[src/sv/bmpd_pkg.sv]
// ----------------------------------------------------------------------------
// bmpd_pkg: shared types and constants of the bmp24 to rgb565 stream decoder
// image geometry, header constants, status codes and the result item layout
// ----------------------------------------------------------------------------
package bmpd_pkg;

  // display geometry
  localparam int unsigned ImageWidth    = 64;
  localparam int unsigned ImageHeight   = 64;

  // file layout
  localparam int unsigned HdrLen        = 54;
  localparam int unsigned RowPixelBytes = ImageWidth * 3;
  localparam int unsigned RowStride     = ((RowPixelBytes + 3) / 4) * 4;

  // counter widths
  localparam int unsigned RowW          = $clog2(ImageHeight + 1);
  localparam int unsigned ColW          = $clog2(ImageWidth + 1);
  localparam int unsigned StrideW       = $clog2(RowStride);

  // header values that are accepted
  localparam logic [15:0] BmpSignature  = 16'h4D42;
  localparam logic [31:0] MinDibSize    = 32'd40;
  localparam logic [15:0] BitsPerPixel  = 16'd24;
  localparam logic [15:0] PlaneCount    = 16'd1;

  typedef enum logic [2:0] {
    StOk        = 3'd0,
    StShort     = 3'd1,
    StSignature = 3'd2,
    StDib       = 3'd3,
    StFormat    = 3'd4,
    StSize      = 3'd5,
    StOffset    = 3'd6,
    StTruncated = 3'd7
  } status_e;

  typedef enum logic {
    KindPixel  = 1'b0,
    KindStatus = 1'b1
  } kind_e;

  typedef struct packed {
    kind_e       kind;
    logic [5:0]  row;
    logic [5:0]  col;
    logic [15:0] color;
    status_e     status;
    logic        last;
  } result_t;

endpackage

[src/sv/bmp24_to_rgb565_stream_decoder.sv]
// ----------------------------------------------------------------------------
// bmp24_to_rgb565_stream_decoder: streaming bmp file to rgb565 pixel decoder
// parses a 24 bit bmp byte stream and writes out positioned rgb565 pixels
// ----------------------------------------------------------------------------
// usage
// - slave stream: one file byte per item in tdata, tlast on the final byte
// - master stream: pixel items (tuser 0) carry display row, column and color;
//   the last item caused by the final byte of a file is a status item (tuser 1);
//   tlast marks the final result item of each input byte
// - cfg channel: one bit, 1 swaps red and blue, always ready; write it only
//   while no file is in flight
// - path: an input byte is registered, then decoded into the result queue
//   once the queue has room; the master side is driven from the queue head
// - throughput: one byte per cycle while the result queue has room; a final
//   byte giving both a pixel and a status item waits for an empty queue
// - a stalled receiver fills the two-entry result queue, then tready drops on
//   the slave side; nothing is dropped
// - reset clears the parser, the swap bit and both queues; after each status
//   item the parser is back at its reset state and the next byte opens a file
module bmp24_to_rgb565_stream_decoder (
  input  logic        clk_i,
  input  logic        rst_ni,
  // input items
  input  logic        s_axis_tvalid,
  output logic        s_axis_tready,
  input  logic [7:0]  s_axis_tdata,   // [7:0] file_byte
  input  logic        s_axis_tlast,   // end_of_file
  // result items
  output logic        m_axis_tvalid,
  input  logic        m_axis_tready,
  output logic [31:0] m_axis_tdata,   // [5:0] pixel_row, [11:6] pixel_column,
                                      // [27:12] pixel_color, [30:28] status_code
  output logic        m_axis_tuser,   // result_kind
  output logic        m_axis_tlast,   // last_result
  // configuration
  input  logic        cfg_valid_i,
  output logic        cfg_ready_o,
  input  logic        cfg_data_i      // swap_red_blue
);

  // swap register
  logic swap_q;

  // input register
  logic       in_v_q;
  logic [7:0] in_byte_q;
  logic       in_eof_q;

  // result queue, entry 0 is the head
  bmpd_pkg::result_t q0_q, q0_d, q1_q, q1_d;
  logic [1:0]        cnt_q, cnt_d;

  logic              pop;
  logic              step;
  logic [1:0]        rem;
  logic              pix_valid, stat_valid;
  bmpd_pkg::result_t pix_res, stat_res;
  logic              push_a, push_b;
  bmpd_pkg::result_t res_a;

  assign cfg_ready_o = 1'b1;

  always_ff @(posedge clk_i or negedge rst_ni) begin
    if (!rst_ni) begin
      swap_q <= 1'b0;
    end else if (cfg_valid_i) begin
      swap_q <= cfg_data_i;
    end
  end

  // decode one byte when the queue has room for everything it causes
  assign pop  = m_axis_tvalid && m_axis_tready;
  assign rem  = cnt_q - {1'b0, pop};
  assign step = in_v_q && ((rem == 2'd0) || (rem == 2'd1 && !(pix_valid && stat_valid)));

  assign s_axis_tready = !in_v_q || step;

  always_ff @(posedge clk_i or negedge rst_ni) begin
    if (!rst_ni) begin
      in_v_q <= 1'b0;
    end else if (s_axis_tready) begin
      in_v_q <= s_axis_tvalid;
    end
  end

  always_ff @(posedge clk_i) begin
    if (s_axis_tvalid && s_axis_tready) begin
      in_byte_q <= s_axis_tdata;
      in_eof_q  <= s_axis_tlast;
    end
  end

  bmpd_core u_core (
    .clk_i        (clk_i),
    .rst_ni       (rst_ni),
    .step_i       (step),
    .byte_i       (in_byte_q),
    .eof_i        (in_eof_q),
    .swap_i       (swap_q),
    .pix_valid_o  (pix_valid),
    .pix_o        (pix_res),
    .stat_valid_o (stat_valid),
    .stat_o       (stat_res)
  );

  // pixel goes ahead of the status when a byte causes both
  assign push_a = step && (pix_valid || stat_valid);
  assign push_b = step && pix_valid && stat_valid;
  assign res_a  = pix_valid ? pix_res : stat_res;

  always_comb begin
    q0_d  = q0_q;
    q1_d  = q1_q;
    cnt_d = cnt_q;
    if (pop) begin
      q0_d  = q1_q;
      cnt_d = cnt_d - 2'd1;
    end
    if (push_a) begin
      if (cnt_d == 2'd0) begin
        q0_d = res_a;
      end else begin
        q1_d = res_a;
      end
      cnt_d = cnt_d + 2'd1;
    end
    if (push_b) begin
      q1_d  = stat_res;
      cnt_d = cnt_d + 2'd1;
    end
  end

  always_ff @(posedge clk_i or negedge rst_ni) begin
    if (!rst_ni) begin
      cnt_q <= '0;
    end else begin
      cnt_q <= cnt_d;
    end
  end

  always_ff @(posedge clk_i) begin
    q0_q <= q0_d;
    q1_q <= q1_d;
  end

  assign m_axis_tvalid = cnt_q != 2'd0;
  assign m_axis_tdata  = {1'b0, q0_q.status, q0_q.color, q0_q.col, q0_q.row};
  assign m_axis_tuser  = q0_q.kind;
  assign m_axis_tlast  = q0_q.last;

  // queue never holds more than two results
  a_cnt_range : assert property (@(posedge clk_i) disable iff (!rst_ni)
    cnt_q != 2'd3)
    else $error("result queue overflow");

  // a full queue that is not drained blocks decoding
  a_full_blocks : assert property (@(posedge clk_i) disable iff (!rst_ni)
    (cnt_q == 2'd2 && !pop) |-> !step)
    else $error("decode step into a full queue");

  // a status result always closes its input byte
  a_status_last : assert property (@(posedge clk_i) disable iff (!rst_ni)
    (m_axis_tvalid && m_axis_tuser) |-> m_axis_tlast)
    else $error("status item without last flag");

  // pixel results carry no status code
  a_pixel_status : assert property (@(posedge clk_i) disable iff (!rst_ni)
    (m_axis_tvalid && !m_axis_tuser) |-> (m_axis_tdata[30:28] == bmpd_pkg::StOk))
    else $error("pixel item with status code");

endmodule

[src/sv/bmpd_core.sv]
// ----------------------------------------------------------------------------
// bmpd_core: header parser and pixel assembler
// takes one file byte per step and gives the pixel and status results it causes
// ----------------------------------------------------------------------------
module bmpd_core (
  input  logic               clk_i,
  input  logic               rst_ni,
  input  logic               step_i,
  input  logic [7:0]         byte_i,
  input  logic               eof_i,
  input  logic               swap_i,
  output logic               pix_valid_o,
  output bmpd_pkg::result_t  pix_o,
  output logic               stat_valid_o,
  output bmpd_pkg::result_t  stat_o
);

  // control state
  logic [31:0]                    pos_q, pos_d;
  bmpd_pkg::status_e              err_q, err_d;
  logic [bmpd_pkg::RowW-1:0]      row_q, row_d;
  logic [bmpd_pkg::ColW-1:0]      col_q, col_d;
  logic [bmpd_pkg::StrideW-1:0]   wrow_q, wrow_d;
  logic [1:0]                     phase_q, phase_d;

  // header fields and partial pixel, always written before they are read
  logic [31:0] off_q, dib_q, width_q, height_q, comp_q;
  logic [15:0] sig_q, planes_q, bpp_q;
  logic [7:0]  blue_q, green_q;

  logic        hdr_byte;
  logic        pix_area;
  logic        in_pix;
  logic        pix_emit;
  logic        bottom_up;
  logic [bmpd_pkg::RowW-1:0] drow;
  logic [7:0]  red_ch, blue_ch;
  bmpd_pkg::status_e chk_code;
  bmpd_pkg::status_e stat_code;

  assign hdr_byte  = pos_q < 32'(bmpd_pkg::HdrLen);
  assign bottom_up = ~height_q[31];
  assign pix_area  = ~hdr_byte && (err_q == bmpd_pkg::StOk) && (pos_q >= off_q) &&
                     (row_q < bmpd_pkg::RowW'(bmpd_pkg::ImageHeight));
  assign in_pix    = wrow_q < bmpd_pkg::StrideW'(bmpd_pkg::RowPixelBytes);
  assign pix_emit  = pix_area && in_pix && (phase_q == 2'd2);

  // header check, in priority order
  always_comb begin
    if (sig_q != bmpd_pkg::BmpSignature) begin
      chk_code = bmpd_pkg::StSignature;
    end else if (dib_q < bmpd_pkg::MinDibSize) begin
      chk_code = bmpd_pkg::StDib;
    end else if (planes_q != bmpd_pkg::PlaneCount || comp_q != 32'd0 ||
                 bpp_q != bmpd_pkg::BitsPerPixel) begin
      chk_code = bmpd_pkg::StFormat;
    end else if (width_q != 32'(bmpd_pkg::ImageWidth) ||
                 (height_q != 32'(bmpd_pkg::ImageHeight) &&
                  height_q != (32'd0 - 32'(bmpd_pkg::ImageHeight)))) begin
      chk_code = bmpd_pkg::StSize;
    end else if (off_q < 32'(bmpd_pkg::HdrLen)) begin
      chk_code = bmpd_pkg::StOffset;
    end else begin
      chk_code = bmpd_pkg::StOk;
    end
  end

  // next control state
  always_comb begin
    pos_d   = (pos_q != 32'hFFFF_FFFF) ? pos_q + 32'd1 : pos_q;
    err_d   = err_q;
    row_d   = row_q;
    col_d   = col_q;
    wrow_d  = wrow_q;
    phase_d = phase_q;
    if (hdr_byte && pos_q[5:0] == 6'(bmpd_pkg::HdrLen - 1)) begin
      err_d = chk_code;
    end
    if (pix_area) begin
      if (in_pix) begin
        phase_d = (phase_q == 2'd2) ? 2'd0 : phase_q + 2'd1;
        if (pix_emit) begin
          col_d = col_q + bmpd_pkg::ColW'(1);
        end
      end
      if (wrow_q == bmpd_pkg::StrideW'(bmpd_pkg::RowStride - 1)) begin
        wrow_d  = '0;
        phase_d = 2'd0;
        col_d   = '0;
        row_d   = row_q + bmpd_pkg::RowW'(1);
      end else begin
        wrow_d = wrow_q + bmpd_pkg::StrideW'(1);
      end
    end
  end

  // status at end of file
  always_comb begin
    if (pos_d < 32'(bmpd_pkg::HdrLen)) begin
      stat_code = bmpd_pkg::StShort;
    end else if (err_d != bmpd_pkg::StOk) begin
      stat_code = err_d;
    end else if (row_d < bmpd_pkg::RowW'(bmpd_pkg::ImageHeight)) begin
      stat_code = bmpd_pkg::StTruncated;
    end else begin
      stat_code = bmpd_pkg::StOk;
    end
  end

  assign drow    = bottom_up ? bmpd_pkg::RowW'(bmpd_pkg::ImageHeight - 1) - row_q : row_q;
  assign red_ch  = swap_i ? blue_q : byte_i;
  assign blue_ch = swap_i ? byte_i : blue_q;

  assign pix_valid_o  = pix_emit;
  assign pix_o.kind   = bmpd_pkg::KindPixel;
  assign pix_o.row    = 6'(drow);
  assign pix_o.col    = 6'(col_q);
  assign pix_o.color  = {red_ch[7:3], green_q[7:2], blue_ch[7:3]};
  assign pix_o.status = bmpd_pkg::StOk;
  assign pix_o.last   = ~eof_i;

  assign stat_valid_o  = eof_i;
  assign stat_o.kind   = bmpd_pkg::KindStatus;
  assign stat_o.row    = 6'd0;
  assign stat_o.col    = 6'd0;
  assign stat_o.color  = 16'd0;
  assign stat_o.status = stat_code;
  assign stat_o.last   = 1'b1;

  always_ff @(posedge clk_i or negedge rst_ni) begin
    if (!rst_ni) begin
      pos_q   <= '0;
      err_q   <= bmpd_pkg::StOk;
      row_q   <= '0;
      col_q   <= '0;
      wrow_q  <= '0;
      phase_q <= '0;
    end else if (step_i) begin
      if (eof_i) begin
        pos_q   <= '0;
        err_q   <= bmpd_pkg::StOk;
        row_q   <= '0;
        col_q   <= '0;
        wrow_q  <= '0;
        phase_q <= '0;
      end else begin
        pos_q   <= pos_d;
        err_q   <= err_d;
        row_q   <= row_d;
        col_q   <= col_d;
        wrow_q  <= wrow_d;
        phase_q <= phase_d;
      end
    end
  end

  // header gathering and pixel byte capture
  always_ff @(posedge clk_i) begin
    if (step_i) begin
      if (hdr_byte) begin
        case (pos_q[5:0])
          6'd0:  sig_q[7:0]       <= byte_i;
          6'd1:  sig_q[15:8]      <= byte_i;
          6'd10: off_q[7:0]       <= byte_i;
          6'd11: off_q[15:8]      <= byte_i;
          6'd12: off_q[23:16]     <= byte_i;
          6'd13: off_q[31:24]     <= byte_i;
          6'd14: dib_q[7:0]       <= byte_i;
          6'd15: dib_q[15:8]      <= byte_i;
          6'd16: dib_q[23:16]     <= byte_i;
          6'd17: dib_q[31:24]     <= byte_i;
          6'd18: width_q[7:0]     <= byte_i;
          6'd19: width_q[15:8]    <= byte_i;
          6'd20: width_q[23:16]   <= byte_i;
          6'd21: width_q[31:24]   <= byte_i;
          6'd22: height_q[7:0]    <= byte_i;
          6'd23: height_q[15:8]   <= byte_i;
          6'd24: height_q[23:16]  <= byte_i;
          6'd25: height_q[31:24]  <= byte_i;
          6'd26: planes_q[7:0]    <= byte_i;
          6'd27: planes_q[15:8]   <= byte_i;
          6'd28: bpp_q[7:0]       <= byte_i;
          6'd29: bpp_q[15:8]      <= byte_i;
          6'd30: comp_q[7:0]      <= byte_i;
          6'd31: comp_q[15:8]     <= byte_i;
          6'd32: comp_q[23:16]    <= byte_i;
          6'd33: comp_q[31:24]    <= byte_i;
          default: ;
        endcase
      end else if (pix_area && in_pix) begin
        if (phase_q == 2'd0) begin
          blue_q <= byte_i;
        end else if (phase_q == 2'd1) begin
          green_q <= byte_i;
        end
      end
    end
  end

endmodule

[config.mk]
export PLATFORM = sky130hd
export DESIGN_NAME = bmp24_to_rgb565_stream_decoder
export DESIGN_NICKNAME = d
export VERILOG_FILES = /design/src/sv/bmpd_pkg.sv /design/src/sv/bmp24_to_rgb565_stream_decoder.sv /design/src/sv/bmpd_core.sv
export SDC_FILE = /design/constraint.sdc
export NUM_CORES = 1
export LEC_CHECK = 0
export BUFFER_PORTS_ARGS = -buffer_cell sky130_fd_sc_hd__buf_2
export CAP_MARGIN = 15
export CORE_ASPECT_RATIO = 0.75
export CORE_MARGIN = 2
export CORE_UTILIZATION = 38
export CTS_CLUSTER_DIAMETER = 80
export CTS_CLUSTER_SIZE = 14
export DETAILED_ROUTE_END_ITERATION = 16
export SLEW_MARGIN = 20
export SYNTH_ARGS = -nofsm -noshare
export SYNTH_HDL_FRONTEND = slang
export SYNTH_SLANG_ARGS = --single-unit
[constraint.sdc]
create_clock -name clk_i -period 5.07 [get_ports clk_i]
set_clock_uncertainty 0.1 [all_clocks]
set_input_delay 1.014 -clock clk_i [delete_from_list [all_inputs] [get_ports clk_i]]
set_output_delay 1.014 -clock clk_i [all_outputs]
set_load 0.01 [all_outputs]
==> flow_summary_export.csv, run 1 <==
group,metric,value,unit
run_status,status,"completed",
yosys,synthArstFlopShare,17.56,%
timing,finalCritPeriodShare,94.93,%
timing,fin_crit,4813,ps
yosys,yosysTopAreaCell,"edfxtp_1",
yosys,yosysTopAreaCellShare,43.73,%
clock_network,hold_buffers,0,
detailed_routing,vias,10850,
die,start_util,38.48,%
die,core,40680,sq um
placed_design,dp.cells,1888,
worst_setup_path,cp-end-kind,"output port",
final_layout,fillers,3821,
power,p_int,0.004814,W
detailed_routing,detail_route.wl_per_cell,19.41,microns
yosys,netlist_instances,1349,
grt,grt_pass1_wl,60210,microns
timing,max_freq,207.8,MHz
power,pwr-share-seq,49.9,%
placed_design,place_congestion,0.9140,
timing,slew_headroom,32.08,%
yosys,synthFlopType,"edfxtp_1",
detailed_routing,drt_pass1_iterations,5,
worst_setup_path,start_kind,"flop",
hold_path,hp-class,"reg2reg",
grt,overflow,0,
die,die_y,179.8,microns
final_layout,fin_area,17320,sq um
power,switching_share,31.25,%
power,max-vdd-ir-drop,0.2701,mV
final_layout,fin_nets,1449,
timing,hold_viol,0,
worst_setup_path,cp.arrival,3700,ps
detailed_routing,post-route-drc-count,0,
yosys,yosys_warnings,0,
die,row_count,64,
power,pwr-share-comb,20.5,%
final_layout,syn2layout_area_growth,10.66,%
power,p_clk_share,29.7,%
yosys,ys_ff_latch,353,
placed_design,post_dp_cell_area,16470,sq um
final_layout,drive_gt1_share,11.04,%
worst_setup_path,r2r_start,"u_core.pos_q[0]",
yosys,synth_area,15660,sq um
final_layout,final_cell_count_no_fill,1941,
die,io_pins,52,
power,power.leakage,6.230,nW
clock_network,ctsRootBufferMaster,"clkbuf_16",
hold_path,hold_start,"q1_q[17]",
detailed_routing,drtIter0Drc,1212,
timing,slew_violations,0,
clock_network,cts-htree-levels,1,
clock_network,clk_latency,570,ps
detailed_routing,vias_per_cell,5.590,
placed_design,io_buffer_count,49,
power,power.switching,0.002188,W
yosys,synth_cell_types,90,
clock_network,cts_made_buffers,29,
grt,track_usage,17.70,%
clock_network,clkSinkCount,353,
power,power_density,404.1,nW/um^2
clock_network,path_clk_slew,70,ps
timing,tightestPinTransition,1009,ps
grt,grt_max_degree,52,
grt,antenna_found_initial,2,
detailed_routing,wl,37680,microns
yosys,synth.yosys.seq_area_share,61.70,%
worst_setup_path,path_class,"reg2out",
die,fp.dieArea,42850,sq um
die,die_x,238.4,microns
timing,setup_violations,0,
timing,fin_setup_tns,0,ps
clock_network,cts_buffer_depth,3,
yosys,synth.most_common_cell,"edfxtp_1",
clock_network,cts_tree,"built",
worst_setup_path,startpoint,"u_core.pos_q[14]",
grt,grt_pass1_vias,10400,
worst_setup_path,crit_required,3960,ps
final_layout,diodes,0,
yosys,syn-num-nets,1406,
yosys,syn_area_per_cell,11.60,sq um
yosys,synth-edff-count,228,
yosys,synth_common_cells,"edfxtp_1, nand2_1, o21ai_0, a21oi_1, nor2_1",
detailed_routing,drt.antenna.violating_nets,0,
yosys,synthTopCellsByArea,"edfxtp_1, dfrtp_1, dfxtp_1",
job,max_cap_viol_count,0,
worst_setup_path,crit_fanout,12,
placed_design,post-dp-hpwl,24850,microns
layout by cell type (no fill, tap or decap), drive strengths merged, types with 9 or more instances in the layout:
cell,count
dfxtp,63
nor2,78
xor2,10
nand3,52
mux2i,45
nor3,38
inv,49
and3,30
a21oi,83
or3,14
nor4b,9
xnor2,11
edfxtp,228
a22o,9
nand2,138
ha,42
o21ai,86
dfrtp,62
nor4,62
buf,82
o31ai,9
nand4,37
clkbuf,51
flip-flops by register name, summed over array words and instances, names as in the netlist, 3 cells and up:
| register | flops |
|---|---|
| u_core.green_q | 6 |
| u_core.comp_q | 32 |
| u_core.col_q | 6 |
| u_core.blue_q | 5 |
| u_core.err_q | 3 |
| m_axis_tdata | 31 |
| u_core.pos_q | 32 |
| in_byte_q | 8 |
| q1_q | 33 |
| u_core.dib_q | 29 |
| u_core.row_q | 7 |
| u_core.off_q | 32 |
| u_core.width_q | 32 |
| u_core.sig_q | 16 |
| u_core.bpp_q | 16 |
| u_core.planes_q | 16 |
| u_core.wrow_q | 8 |
| u_core.height_q | 32 |
per-layer routing:
layer | vias to the layer above | share of wire [%] | GRT usage, %
met4 | 0 | 1.6 | 3.100
met2 | 343 | 42 | 25.59
met3 | 46 | 6.7 | 2.887
li1 | 5135 | - | -
met5 | - | 0 | 0
met1 | 5326 | 49 | 28.02
critical path, stage by stage, from the launching register on:
cell and delay (ps):
dfrtp_1 520, ha_1 360, nand4_1 190, or3_1 400
or4_1 500, a311oi_4 430, o21a_1 240, nand2_1 70
a21boi_1 230, inv_1 60, buf_2 140
power groups by stage:
stage          Clock, W  Sequential [W]  Combinational (W)
5_1_grt         0.00225         0.00352            0.00160
3_5_place_dp          0         0.00356            0.00142
6_report        0.00208         0.00349            0.00143
2_1_floorplan         0         0.00352           0.000884
3_3_place_gp          0         0.00356            0.00141
4_1_cts         0.00212         0.00350            0.00143
cell families after synthesis:
logic type	count (synthesis)	share of synthesized area [%]
compound gates	252	9.799
mux	47	3.021
fa+ha+maj	42	3.357
xor+xnor	21	1.175
other cells	2	0.04797
simple gates	513	17.43
buf+inv	119	3.469
flops	353	61.70
path summary, 6_finish.rpt:
path	depth (start not counted)	end	slack, ps
worst max register to register	12	u_core.comp_q[9]	630
worst max-delay path	10	s_axis_tready	260
min in group asynchronous	1	u_core.pos_q[15]	370
worst min-delay path	2	q1_q[17]	360
worst min register to register	2	q1_q[17]	360
max in group asynchronous	2	u_core.row_q[2]	3500
stage by stage:
step           setup slack, ps  total power [W]  utilization (%)  hold slack [ps]
3_3_place_gp             718.2         0.004971            40.50            342.3
5_1_grt                 -20.32         0.007362            42.59            374.7
6_report                 257.0         0.007002            42.59            355.9
3_5_place_dp             655.5         0.004981            40.50            335.8
4_1_cts                  102.3         0.007051            42.52            357.0
2_1_floorplan            831.1         0.004404                -            316.5
area by class of cell:
cell class / instances / area, sq um / area share (%)
inverters: 49 / 183.9 / 1.062
flip-flops and latches: 353 / 9659 / 55.76
well taps: 528 / 660.6 / 3.813
multi-input cells: 877 / 5483 / 31.65
repair buffers: 82 / 513.0 / 2.961
clock buffers: 51 / 808.3 / 4.666
clock inverters: 1 / 16.27 / 0.09389
timing repair:
action | in CTS | in global routing
buffers inserted | 0 | 0
setup endpoints to repair | 0 | 1
gates resized for setup | 0 | 2
(Power assumes the default switching activity.)
==> inputs of run 2 (changes only) <==
- ABC_AREA: unset -> 1
==> run 2 against run 1 <==
Compared with the run above:
- sequential cell count stayed put
- wire length up 2.1%
- clock power about the same
- largest power group unchanged
- cell count is 18% higher
- sequential share of layout area decreased by 1.1 points
- fmax increased by 7.4%
- register-to-register slack improved by 180 ps
==> flow_summary_export.csv, run 2 <==
group,metric,value,unit
clock_network,cts_buffer_depth,3,
detailed_routing,drt.antenna.violating_nets,0,
timing,fin_setup_tns,0,ps
detailed_routing,met2_length,15620,microns
final_layout,largest_reg_flops,33,
final_layout,mostFrequentLayoutCells,"nand2_1, nor2_1, edfxtp_1",
final_layout,syn2layout_area_growth,11.16,%
worst_setup_path,cp.arrival,3370,ps
clock_network,postCtsSetupRepairBufs,0,
final_layout,top_register,"q1_q",
yosys,netlist_instances,1650,
run_status,status,"completed",
clock_network,hold_buffers,0,
final_layout,drive_gt1_share,8.723,%
clock_network,cts_tree,"built",
timing,finalCritPeriodShare,88.37,%
placed_design,post-dp-hpwl,25240,microns
grt,overflow,0,
power,power_density,463.6,nW/um^2
yosys,synth_area,15900,sq um
clock_network,cts-htree-levels,1,
clock_network,ctsRootBufferMaster,"clkbuf_16",
yosys,synth_common_cells,"nand2_1, nor2_1, edfxtp_1, inv_1, nand3_1",
clock_network,cts_made_buffers,29,
yosys,yosysTopAreaCell,"edfxtp_1",
timing,tightestPinTransition,1039,ps
yosys,synth-edff-count,228,
detailed_routing,post-route-drc-count,0,
final_layout,diodes,0,
power,power.leakage,7.241,nW
grt,grt_max_degree,39,
timing,setup_violations,0,
yosys,synth.yosys.seq_area_share,60.75,%
detailed_routing,vias,11420,
final_layout,fin_nets,1765,
timing,setup_slack,589.6,ps
worst_setup_path,start_kind,"flop",
yosys,synthFlopType,"edfxtp_1",
job,max_cap_viol_count,0,
detailed_routing,detail_route.wl_per_cell,16.79,microns
grt,grt_pass1_wl,61580,microns
yosys,syn-num-nets,1707,
yosys,synth_cell_types,43,
worst_setup_path,path_class,"reg2out",
placed_design,place_congestion,0.9100,
die,start_util,38.78,%
hold_path,hp-class,"reg2reg",
timing,max_freq,223.2,MHz
die,fp.dieArea,43510,sq um
yosys,yosys_warnings,0,
worst_setup_path,cp-end-kind,"output port",
die,die_y,181.1,microns
yosys,ys_ff_latch,353,
timing,fin_crit,4480,ps
worst_setup_path,crit_fanout,5,
detailed_routing,drtIter0Drc,1221,
detailed_routing,vias_per_cell,4.980,
clock_network,path_clk_slew,70,ps
timing,slew_headroom,30.20,%
grt,grt_pass1_vias,10960,
clock_network,clk_latency,580,ps
detailed_routing,drt_pass1_iterations,5,
worst_setup_path,crit_required,3960,ps
placed_design,pre_cts_ws,901.5,ps
timing,hold_viol,0,
yosys,synthTopCellsByArea,"edfxtp_1, dfrtp_1, nand2_1",
power,max-vdd-ir-drop,0.3841,mV
die,io_pins,52,
clock_network,clkSinkCount,353,
placed_design,io_buffer_count,49,
final_layout,fin_area,17670,sq um
die,core,41000,sq um
timing,rsz0062_at_grt,"false",
final_layout,final_common_cell,"nand2_1",
yosys,syn_area_per_cell,9.636,sq um
yosys,yosysTopAreaCellShare,43.06,%
yosys,synth.most_common_cell,"nand2_1",
grt,antenna_found_initial,2,
die,row_count,64,
placed_design,post_dp_cell_area,16800,sq um
detailed_routing,met3WireLength,2604,microns
final_layout,utilization,43.11,%
detailed_routing,top_layer,"met4",
yosys,synthArstFlopShare,17.56,%
detailed_routing,wl_met1,19390,microns
timing,slew_violations,0,
grt,track_usage,18.12,%
clock_network,cts_resized,0,
detailed_routing,wl,38490,microns
die,die_x,240.2,microns
## run 2: cell types whose count changed in the layout (fill, tap and decap cells not counted), moves of 32 or more
| cell | previous run | this run |
|---|---|---|
| nor4_1 | 60 | 10 |
| nand2_1 | 137 | 393 |
| nor2_1 | 78 | 238 |
| inv_1 | 49 | 168 |
| a21oi_1 | 82 | 27 |
| mux2i_1 | 45 | 13 |
## run 2: area by class of cell
class                      instances  area [sq um]
multi-input combinational       1073          5389
tap                              561         701.9
timing repair buffer              71         410.4
sequential                       353          9659
clock inverter                     2         25.02
fill                            3989         23330
clock buffer                      52         812.0
inverter                         180         675.6
## run 2: path summary, 6_finish.rpt
path	endpoint	cells after the start	slack [ps]	start
worst max-delay path	s_axis_tready	15	590	u_core.pos_q[15]
worst min-delay path	q1_q[0]	2	350	q1_q[0]
worst max register to register	u_core.blue_q[7]	17	810	u_core.pos_q[3]
worst min register to register	q1_q[0]	2	350	q1_q[0]
max in group asynchronous	u_core.pos_q[24]	2	3450	rst_ni
min in group asynchronous	u_core.pos_q[30]	1	500	rst_ni
## run 2: per-layer routing
| layer | up-vias | GRT usage [%] |
|---|---|---|
| met5 | - | 0 |
| li1 | 5602 | - |
| met1 | 5413 | 28.41 |
| met3 | 56 | 3.025 |
| met2 | 344 | 25.97 |
| met4 | 0 | 4.050 |
## run 2: critical path: stages (launching register included)
cell and delay (ps):
dfrtp_1 430, ha_1 330, nand2_1 110, nor3_1 360, nand2_1 90, nand2_1 110
nand2_1 60, nand2_1 140, nand3_2 140, nor2_1 260, nand3_1 180, nand2_1 100
nand2_1 120, nor2_1 150, inv_1 70, buf_2 140
## run 2: logic make-up after synthesis
kind of cell    Yosys count  share of synthesized area, %
other cells               2                       0.04724
buf+inv                 224                         5.682
simple gates            844                         22.89
xor+xnor                 31                         1.708
flops                   353                         60.75
compound gates          141                         4.800
mux                      13                        0.8184
fa+ha+maj                42                         3.305
## run 2: metrics by stage
stage                     std cells  power, W  hold slack [ps]
after CTS                      2292  0.008246            350.5
after global placement         2238  0.006107            327.0
final                          2292  0.008194            347.4
after global routing           2292  0.008697            393.4
after detailed placement       2238  0.006156            333.4
after floorplan                1650  0.005366            312.1
## run 2: power by group
part	total [W]	leakage, nW	switching (W)	internal, W
clock	0.00209	0.396	0.00101	0.00108
sequential	0.00386	3.44	0.000213	0.00364
combinational	0.00225	3.41	0.00162	0.000623
